[config.mk]
export PLATFORM = sky130hd
export DESIGN_NAME = keyed_sequence_id_table
export DESIGN_NICKNAME = d
export VERILOG_FILES = /design/src/design/kseqid_pkg.sv /design/src/design/kseqid_cam.sv /design/src/design/keyed_sequence_id_table.sv
export SDC_FILE = /design/constraint.sdc
export NUM_CORES = 2
export LEC_CHECK = 0
export CORE_MARGIN = 1
export CORE_UTILIZATION = 25
export DETAILED_ROUTE_END_ITERATION = 10
export DONT_BUFFER_PORTS = 1
export PLACE_DENSITY = 0.49
export SLEW_MARGIN = 20
export SYNTH_ARGS = -nofsm -noshare
export SYNTH_HDL_FRONTEND = slang
export SYNTH_HIERARCHICAL = 1
export SYNTH_SLANG_ARGS = --single-unit
[constraint.sdc]
create_clock -name clk -period 8.83 [get_ports clk]
set_input_delay 0.883 -clock clk [delete_from_list [all_inputs] [get_ports clk]]
set_output_delay 0.883 -clock clk [all_outputs]
set_load 0.02 [all_outputs]
[src/design/kseqid_pkg.sv]
// Shared types, sizes and codes for the keyed sequence id table.
package kseqid_pkg;

  localparam int ENTRIES    = 16;
  localparam int COUNT_BITS = 31;
  localparam int IDX_W      = (ENTRIES > 1) ? $clog2(ENTRIES) : 1;

  localparam int MODE_W  = 2;
  localparam int TAG_W   = 16;
  localparam int NODE_W  = 10;
  localparam int ENDS_W  = 2 * NODE_W;
  localparam int SIZE_W  = 32;
  localparam int ID_W    = 31;
  localparam int STAT_W  = 3;

  localparam logic [COUNT_BITS-1:0] COUNT_MAX = '1;

  // mode decode: high bit selects release, low bit selects the receive side
  localparam int MODE_REL_BIT  = 1;
  localparam int MODE_RECV_BIT = 0;

  typedef enum logic [STAT_W-1:0] {
    STAT_ISSUED    = 3'd0,
    STAT_KEPT      = 3'd1,
    STAT_FREED     = 3'd2,
    STAT_FULL      = 3'd3,
    STAT_UNKNOWN   = 3'd4,
    STAT_SATURATED = 3'd5
  } status_t;

  typedef struct packed {
    logic [TAG_W-1:0]  tag;
    logic [ENDS_W-1:0] ends;
    logic [SIZE_W-1:0] size;
  } key_t;

  // table update from the control path
  typedef struct packed {
    logic             alloc;
    logic             free;
    logic [IDX_W-1:0] idx;
  } cam_cmd_t;

  // lookup result back to the control path
  typedef struct packed {
    logic             hit;
    logic [IDX_W-1:0] hit_idx;
    logic             avail;
    logic [IDX_W-1:0] free_idx;
  } cam_res_t;

endpackage

[src/design/kseqid_cam.sv]
// Key store with parallel compare and lowest-index hit / free-slot select.
module kseqid_cam (
  input  logic                 clk,
  input  logic                 rst_n,
  input  kseqid_pkg::key_t     key,
  input  kseqid_pkg::cam_cmd_t cmd,
  output kseqid_pkg::cam_res_t res
);
  import kseqid_pkg::*;

  logic [ENTRIES-1:0] valid_r;
  logic [TAG_W-1:0]   tag_r  [ENTRIES];
  logic [ENDS_W-1:0]  ends_r [ENTRIES];
  logic [SIZE_W-1:0]  size_r [ENTRIES];
  logic [ENTRIES-1:0] match;

  always_comb begin
    for (int i = 0; i < ENTRIES; i++) begin
      match[i] = valid_r[i] && (tag_r[i] == key.tag) && (ends_r[i] == key.ends) &&
                 (size_r[i] == key.size);
    end
  end

  // lowest index wins
  always_comb begin
    res = '0;
    for (int i = ENTRIES - 1; i >= 0; i--) begin
      if (match[i]) begin
        res.hit     = 1'b1;
        res.hit_idx = IDX_W'(i);
      end
      if (!valid_r[i]) begin
        res.avail    = 1'b1;
        res.free_idx = IDX_W'(i);
      end
    end
  end

  always_ff @(posedge clk) begin
    if (!rst_n) begin
      valid_r <= '0;
    end else if (cmd.alloc) begin
      valid_r[cmd.idx] <= 1'b1;
    end else if (cmd.free) begin
      valid_r[cmd.idx] <= 1'b0;
    end
  end

  always_ff @(posedge clk) begin
    if (cmd.alloc) begin
      tag_r[cmd.idx]  <= key.tag;
      ends_r[cmd.idx] <= key.ends;
      size_r[cmd.idx] <= key.size;
    end
  end

  a_alloc_sets: assert property (@(posedge clk) disable iff (!rst_n)
    cmd.alloc |=> valid_r[$past(cmd.idx)])
    else $error("allocated entry not valid");

  a_free_clears: assert property (@(posedge clk) disable iff (!rst_n)
    cmd.free && !cmd.alloc |=> !valid_r[$past(cmd.idx)])
    else $error("released entry still valid");

  a_free_slot: assert property (@(posedge clk) disable iff (!rst_n)
    res.avail |-> !valid_r[res.free_idx])
    else $error("free slot points at a valid entry");

endmodule

[src/design/keyed_sequence_id_table.sv]
// Top level of the keyed sequence id table.
//
// Fully associative table of ENTRIES message keys (tag, source, destination,
// chunk size), each with a send and a receive counter. A send or receive
// request finds its key or takes the lowest free entry with both counts at
// zero, bumps that side's count and returns first_id plus the count before
// the bump. A release frees the entry only when both counts agree. Errors
// (table full, unknown key released, counter saturated) come back in status
// with a zero id. Every request gives exactly one result. A request is held in
// the input register, then is looked up, updated and written to the result
// register; one request can be taken every cycle while out_stall is low. The
// table update and the lookup of the following request meet at the same clock
// edge, so back-to-back requests on one key see each other's effect. The
// configuration port is always ready; first_id should only be changed while no
// request is in flight. Output back-pressure (out_stall) holds the result
// register and, once the input register is also full, raises in_stall.
module keyed_sequence_id_table (
  input  logic                          clk,
  input  logic                          rst_n,
  // request channel
  input  logic                          in_valid,
  output logic                          in_stall,
  input  logic [kseqid_pkg::MODE_W-1:0] in_mode,
  input  logic [kseqid_pkg::TAG_W-1:0]  in_msg_tag,
  input  logic [kseqid_pkg::NODE_W-1:0] in_source_node,
  input  logic [kseqid_pkg::NODE_W-1:0] in_dest_node,
  input  logic [kseqid_pkg::SIZE_W-1:0] in_chunk_bytes,
  // result channel
  output logic                          out_valid,
  input  logic                          out_stall,
  output logic [kseqid_pkg::ID_W-1:0]   out_issued_id,
  output logic [kseqid_pkg::STAT_W-1:0] out_status,
  // configuration
  input  logic                          cfg_valid,
  output logic                          cfg_ready,
  input  logic                          cfg_first_id
);
  import kseqid_pkg::*;

  // configuration register
  logic first_id_r;

  // input register
  logic              s1_valid_r;
  logic [MODE_W-1:0] s1_mode_r;
  key_t              s1_key_r;

  // result register
  logic            out_valid_r;
  logic [ID_W-1:0] out_id_r;
  status_t         out_status_r;

  // counters, one pair per entry
  logic [COUNT_BITS-1:0] send_cnt_r [ENTRIES];
  logic [COUNT_BITS-1:0] recv_cnt_r [ENTRIES];

  logic                  advance;
  logic                  in_take;
  cam_cmd_t              cam_cmd;
  cam_res_t              cam_res;
  logic                  is_rel;
  logic                  is_recv;
  logic                  alloc;
  logic [IDX_W-1:0]      slot;
  logic [COUNT_BITS-1:0] send_cur;
  logic [COUNT_BITS-1:0] recv_cur;
  logic [COUNT_BITS-1:0] old_cnt;
  logic                  sat;
  logic                  cnt_we;
  logic [COUNT_BITS-1:0] send_nxt;
  logic [COUNT_BITS-1:0] recv_nxt;
  logic [COUNT_BITS-1:0] id_sum;
  logic [ID_W-1:0]       id_nxt;
  status_t               status_nxt;

  // --- handshakes ----------------------------------------------------------
  // the input register moves on when the result register is empty or is
  // being taken this cycle
  assign advance  = s1_valid_r && (!out_valid_r || !out_stall);
  assign in_stall = s1_valid_r && !advance;
  assign in_take  = in_valid && !in_stall;

  assign cfg_ready = 1'b1;

  always_ff @(posedge clk) begin
    if (!rst_n) begin
      first_id_r <= 1'b0;
    end else if (cfg_valid && cfg_ready) begin
      first_id_r <= cfg_first_id;
    end
  end

  always_ff @(posedge clk) begin
    if (!rst_n) begin
      s1_valid_r <= 1'b0;
    end else if (in_take) begin
      s1_valid_r <= 1'b1;
    end else if (advance) begin
      s1_valid_r <= 1'b0;
    end
  end

  always_ff @(posedge clk) begin
    if (in_take) begin
      s1_mode_r     <= in_mode;
      s1_key_r.tag  <= in_msg_tag;
      s1_key_r.ends <= {in_source_node, in_dest_node};
      s1_key_r.size <= in_chunk_bytes;
    end
  end

  // --- lookup --------------------------------------------------------------
  kseqid_cam u_cam (
    .clk   (clk),
    .rst_n (rst_n),
    .key   (s1_key_r),
    .cmd   (cam_cmd),
    .res   (cam_res)
  );

  // --- decision ------------------------------------------------------------
  assign is_rel  = s1_mode_r[MODE_REL_BIT];
  assign is_recv = s1_mode_r[MODE_RECV_BIT];
  assign alloc   = !is_rel && !cam_res.hit && cam_res.avail;
  assign slot    = cam_res.hit ? cam_res.hit_idx : cam_res.free_idx;

  // a fresh entry starts both counts at zero
  assign send_cur = alloc ? '0 : send_cnt_r[slot];
  assign recv_cur = alloc ? '0 : recv_cnt_r[slot];
  assign old_cnt  = is_recv ? recv_cur : send_cur;
  assign sat      = (old_cnt == COUNT_MAX);

  // non-saturated, so first_id + old count stays within COUNT_BITS
  assign id_sum = old_cnt + COUNT_BITS'(first_id_r);

  always_comb begin
    cam_cmd    = '0;
    cnt_we     = 1'b0;
    send_nxt   = send_cur;
    recv_nxt   = recv_cur;
    id_nxt     = '0;
    status_nxt = STAT_ISSUED;
    cam_cmd.idx = slot;
    if (is_rel) begin
      if (!cam_res.hit) begin
        status_nxt = STAT_UNKNOWN;
      end else if (send_cur == recv_cur) begin
        cam_cmd.free = advance;
        status_nxt   = STAT_FREED;
      end else begin
        status_nxt = STAT_KEPT;
      end
    end else if (!cam_res.hit && !cam_res.avail) begin
      status_nxt = STAT_FULL;
    end else begin
      // entry is allocated even when the count then saturates
      cam_cmd.alloc = advance && alloc;
      cnt_we        = advance;
      if (sat) begin
        status_nxt = STAT_SATURATED;
      end else begin
        if (is_recv) begin
          recv_nxt = recv_cur + COUNT_BITS'(1);
        end else begin
          send_nxt = send_cur + COUNT_BITS'(1);
        end
        id_nxt = ID_W'(id_sum);
      end
    end
  end

  always_ff @(posedge clk) begin
    if (cnt_we) begin
      send_cnt_r[slot] <= send_nxt;
      recv_cnt_r[slot] <= recv_nxt;
    end
  end

  // --- result register -----------------------------------------------------
  always_ff @(posedge clk) begin
    if (!rst_n) begin
      out_valid_r <= 1'b0;
    end else if (advance) begin
      out_valid_r <= 1'b1;
    end else if (!out_stall) begin
      out_valid_r <= 1'b0;
    end
  end

  always_ff @(posedge clk) begin
    if (advance) begin
      out_id_r     <= id_nxt;
      out_status_r <= status_nxt;
    end
  end

  assign out_valid     = out_valid_r;
  assign out_issued_id = out_id_r;
  assign out_status    = out_status_r;

  // --- checks --------------------------------------------------------------
  a_err_zero_id: assert property (@(posedge clk) disable iff (!rst_n)
    out_valid_r && (out_status_r != STAT_ISSUED) |-> (out_id_r == '0))
    else $error("non-issue result carries an id");

  a_advance_fills: assert property (@(posedge clk) disable iff (!rst_n)
    advance |=> out_valid_r)
    else $error("transfer into result register lost");

  a_stall_cause: assert property (@(posedge clk) disable iff (!rst_n)
    in_stall |-> out_valid_r && out_stall && s1_valid_r)
    else $error("input stalled without back-pressure");

  a_alloc_free_only: assert property (@(posedge clk) disable iff (!rst_n)
    cam_cmd.alloc |-> !cam_res.hit && cam_res.avail && !is_rel)
    else $error("allocation without a free entry");

endmodule

Yosys cells after proc, flatten, opt, wreduce, memory -nomap -nowiden
Memory sizes are Yosys's and may differ from the RTL's.
Cells that the tools add are included.

storage, ports and cells
  flip-flop bits (word level) = 123
  bits in latches = 0
  memory bits (writable) = 2080
  bits in read-only memories = 0
  memories = 5

cells by class
  $add $sub $neg = 3
  multiply operators = 0
  divide/modulo/power cells = 0
  magnitude comparators = 2
  equal/unequal tests = 51
  shift operators = 0
  multiplexer cells = 68
  bitwise gates (word level) = 3
  reductions and logical operators = 67

memories
  memory        words  bits a word  read ports  clocked after Yosys merged registers in  write ports  RTL line                       RTL
  u_cam.size_r  16     32           16          0                                        1            kseqid_cam.sv:14               logic [SIZE_W-1:0] size_r [ENTRIES];
  recv_cnt_r    16     31           1           0                                        1            keyed_sequence_id_table.sv:55  logic [COUNT_BITS-1:0] recv_cnt_r [ENTRIES];
  send_cnt_r    16     31           1           0                                        1            keyed_sequence_id_table.sv:54  logic [COUNT_BITS-1:0] send_cnt_r [ENTRIES];
  u_cam.ends_r  16     20           16          0                                        1            kseqid_cam.sv:13               logic [ENDS_W-1:0] ends_r [ENTRIES];
  u_cam.tag_r   16     16           16          0                                        1            kseqid_cam.sv:12               logic [TAG_W-1:0] tag_r [ENTRIES];

operators with widths
  operator                                                                              count
  32-bit equality test                                                                  16
  31-bit two-way mux                                                                    11
  20-bit equality test                                                                  16
  16-bit equality test                                                                  16
  5-bit two-way mux                                                                     32
  31-bit by 1-bit adder with 31-bit output (second input constant)                      2
  1-bit logical AND                                                                     56
  16-bit two-way mux                                                                    2
  31-bit by 1-bit adder with 31-bit output                                              1
  31-bit equality test                                                                  1
  31-bit equality test (second input constant)                                          1
  16-bit AND                                                                            1
  1-bit two-way mux                                                                     16
  16-bit NOT                                                                            1
  16-bit bitwise OR                                                                     1
  3-bit two-way mux                                                                     4
  1-bit logical NOT                                                                     7
  4-bit by 5-bit < comparator with 1-bit output (second input constant)                 1
  1-bit demux with 4-bit select                                                         1
  4-bit by 1-bit greater-or-equal comparator with 1-bit output (second input constant)  1
  4-bit two-way mux                                                                     1
  2-bit nonzero test                                                                    2
  3-bit OR reduction                                                                    1
  2-bit two-way mux                                                                     1
  2 further kinds                                                                       2

Depth between registers and ports, before layout
An unclocked memory read counts as a cell.

  depth in word-level cells = 31
  mapped depth = 33
  depth with buffers taken out = 25

By module
Netlist, hierarchy kept.

by module, submodules not included
  module                   times used  cells each  area an instance (um^2)  seq. area each (um^2)
  kseqid_cam               1           2996        46686.0                  32991.6
  keyed_sequence_id_table  1           2944        45337.2                  32971.6

Worst setup path before layout
No wires, ideal clock.

  kind = input to register
  start point = input out_stall
  end point = memory u_cam/ends_r[8][0] in the netlist's numbering, enable pin
  data arrival time = 7.452 ns
  data required time = 8.334 ns
  path slack = 0.882 ns
  stages on the path = 4
  buffers on the path = 0
  cells stage by stage = a21boi_0 > and3_1 > or3b_2 > nor2_1

RTL lines
  item         RTL line                       RTL
  from (decl)  keyed_sequence_id_table.sv:30  input logic out_stall,
  to (decl)    kseqid_cam.sv:13

==> out/results.txt <==
GRT Total Usage: 0.176
Vias per cell: 4.95
Fin crit share: 0.984
Max-slew violations: 0
Synth Flop Type: edfxtp_1
CP arrival: 9.35 ns
Worst reg-to-reg setup slack: 0.14 ns
Asr flop ratio synth: 0
P_leak: 36.7 nW
DRC Markers: 0
Routability cong.: 0.972
Avg Inst Size Synth: 15.5 µm²
FF-to-FF End: send_cnt_r[6][16]$_DFFE_PP_
Critical Path Source: s1_key_r[26]$_DFFE_PP_
Post-Synth Simple-Gate Area: 0.0718
Max FO, Critical Path: 17
RSZ-0062 raised after global routing: false
Vias in the first global route: 57.3k
Post-synthesis mux area share: 0.0242
Hold crit path type: in -> reg
CTS buffer count: 227
Share of post-route cells with drive strength above 1: 0.208
Die Span X: 609 µm
PD cells: 200 mW/mm²
Initial DRC Count: 6860
Worst Setup EP: send_cnt_r[6][16]$_DFFE_PP_
Largest net degree at the start of global routing: 70
Cell Area, Synth: 0.0920 mm²
CTS sink count: 2203
# setup viols final: 0
Total power: 22.5 mW
Post-CTS Hold Buffers: 0
Multi-input logic area: 0.0240 mm²
Nets: 6816
H-tree levels: 4
Xor and xnor area share after synthesis: 0.0838
Most used cell, CP: buf_4
Routed WL: 337000 µm
Worst-Margin Slew: 1.16 ns
CP endpoint kind: flop
Initial antenna violation count: 25
Post-synthesis compound-gate area fraction: 0.0752
Boundary pin count: 113
Yosys warnings: 6
CP Depth: 33
Outcome: complete, no violations
R2R cell count: 33
Maximum vdd drop: 0.000167 V
Drt first pass iters: 6
Initial Util: 0.251
Worst slew margin: 0.226
Root Buffer: clkbuf_16
Post-place setup slack: -0.514 ns
Fmax: 115 MHz
CP required: 9.49 ns
Post-synth EDFFs: 2184
Core area: 0.366 mm²
Worst-path clk slew: 0.06 ns
Critical path's largest stage delay: 0.52 ns
Sequential fraction of the synthesis area: 0.717
TritonCTS clock tree: yes
Crit start category: flop
Placed insts: 11.3k
Final worst setup slack: 0.139 ns
Post-synth cell types: 95
Final hold vios: 0
Routed Antenna Nets: 0
Synth Instances: 5940
Worst Clk Skew: 0.0899 ns
Tmin final: 8.69 ns
Post-Synth Adder-Cell Area: 0.000544
CP top delay family: buffers and inverters
Syn_nets: 6020
Final Non-Filler Cells: 11.7k
Worst-Skew Late Latency: 0.91 ns
Register area: 0.0660 mm²
First-pass GRT wire length: 465000 µm
DPL Wire Length: 227000 µm
Syn-to-layout area delta: 22.3%
Drt wl/cell: 28.7 µm
Clk buf depth: 4
Vias: 58.1k
Chip height: 609 µm
I/O Buffers: 0
R2R Path Start: s1_key_r[26]$_DFFE_PP_
CP bufs+invs: 15
Largest family of logic cells by synthesized area: XOR/XNOR gates
Die Area: 0.371 mm²
Crit Path Category: reg -> reg
Row count: 222
Slowest cell on the critical path: nor4_2
Fillers: 36.0k
Hold slack: 0.0664 ns
Total grt overflow: 0
Number of max-cap violations: 0
Final Util: 0.307
Seq cells post-synth: 2203
final cells by class:
type                            instances  area share
Clock inverter                        125     0.00944
Multi-Input combinational cell       3236       0.213
Clock buffer                          285      0.0537
Tap cell                             4816      0.0536
Antenna cell                           12    0.000267
Timing Repair Buffer                  906      0.0778
Inverter                              162     0.00552
Sequential cell                      2203       0.586
registers in the layout (all words and copies together), names as in the netlist, 2 cells and up, named ones only:
| name | flops |
|---|---|
| out_issued_id | 31 |
| out_status | 3 |
| recv_cnt_r | 496 |
| s1_key_r | 68 |
| s1_mode_r | 2 |
| send_cnt_r | 496 |
| u_cam/ends_r | 320 |
| u_cam/size_r | 512 |
| u_cam/tag_r | 256 |
placed cells by master (no fill, tap or decap), drive strengths merged, types with 13 or more instances in the layout:
cell type / count
buf: 906
a21o: 98
nor4b: 18
or4: 14
a221oi: 42
o21a: 44
mux4: 54
o41ai: 16
clkinv: 99
nand2b: 70
nand2: 231
a22oi: 48
nor2: 150
o2bb2ai: 37
and2: 18
a41oi: 13
nor3: 77
nand4: 158
bufinv: 16
xnor2: 410
xor2: 470
a221o: 14
o2111ai: 36
o21ai: 52
mux2i: 93
edfxtp: 2184
clkbuf: 285
and3: 20
dfxtp: 19
o221ai: 25
a21oi: 304
inv: 167
a22o: 32
o22ai: 191
nor4: 251
nand3: 101
report_power, final:
group          switching [mW]  internal [mW]
clock network            4.12           5.29
registers              0.0729           11.6
logic                   0.946          0.491
worst reg2reg max path, delay by kind of cell, from the launching register on:
family	cells	cell delay [ns]
DFF	1	0.50
buffers and inverters	15	3.04
and+or+nand+nor	9	2.63
AOI/OAI and AO/OA	8	1.94
xor gates and xnor gates	1	0.31
Yosys cell counts, types with 41 or more instances:
library cell,n,share of area
a21o_1,98,0.0080
a21oi_1,304,0.017
a221oi_1,42,0.0040
a22oi_1,48,0.0039
buf_2,173,0.0094
buf_4,41,0.0033
clkbuf_1,66,0.0027
edfxtp_1,2184,0.71
inv_1,122,0.0050
mux2i_1,91,0.0099
mux4_2,54,0.013
nand2_1,231,0.0094
nand2b_1,70,0.0048
nand3_1,100,0.0054
nand4_1,157,0.011
nor2_1,150,0.0061
nor3_1,73,0.0040
nor4_1,234,0.016
o21a_1,44,0.0036
o21ai_0,51,0.0028
o22ai_1,190,0.013
xnor2_1,409,0.039
xor2_1,470,0.045
how the worst min path moves through the flow:
stage	from	slack [ns]	depth (start not counted)	endpoint
finish	in_chunk_bytes[15]	0.07	0	s1_key_r[15]$_DFFE_PP_
global route	in_msg_tag[1]	0.03	0	s1_key_r[53]$_DFFE_PP_
CTS	in_msg_tag[1]	0.002	0	s1_key_r[53]$_DFFE_PP_
detailed placement	s1_valid_r$_SDFFE_PN0P_	0.51	2	out_valid$_SDFFE_PN0P_
global placement	s1_valid_r$_SDFFE_PN0P_	0.49	2	out_valid$_SDFFE_PN0P_
floorplan	s1_valid_r$_SDFFE_PN0P_	0.47	2	out_valid$_SDFFE_PN0P_
layer usage:
| layer | GRT usage | vias up | wire, µm |
|---|---|---|---|
| met5 | 0 | - | 46 |
| met4 | 0.0678 | 8 | 14200 |
| met3 | 0.0273 | 597 | 24300 |
| met2 | 0.285 | 2600 | 156000 |
| met1 | 0.238 | 30300 | 143000 |
| li1 | - | 24700 | - |
per-stage QoR:
| stage | TNS [ns] | instance area [µm²] |
|---|---|---|
| final | 0 | 113000 |
| after global routing | 0 | 112000 |
| after CTS | 0 | 112000 |
| after detailed placement | -88.89 | 105000 |
| after global placement | -88.12 | 105000 |
| after floorplan | 0 | 92000 |
kinds of logic after synthesis:
kind of cell / Yosys count
mux: 152
fa+ha+maj: 4
flops: 2203
other cells: 1
buf+inv: 501
xor+xnor: 880
compound gates: 1023
simple gates: 1176
timing repair:
item	CTS	global route
hold endpoints to repair	0	0
pin swaps	0	0
endpoints found under the setup margin	485	148
resized for setup	9	5
setup buffers	13	0
No activity file was read; power rests on OpenSTA's default activity.
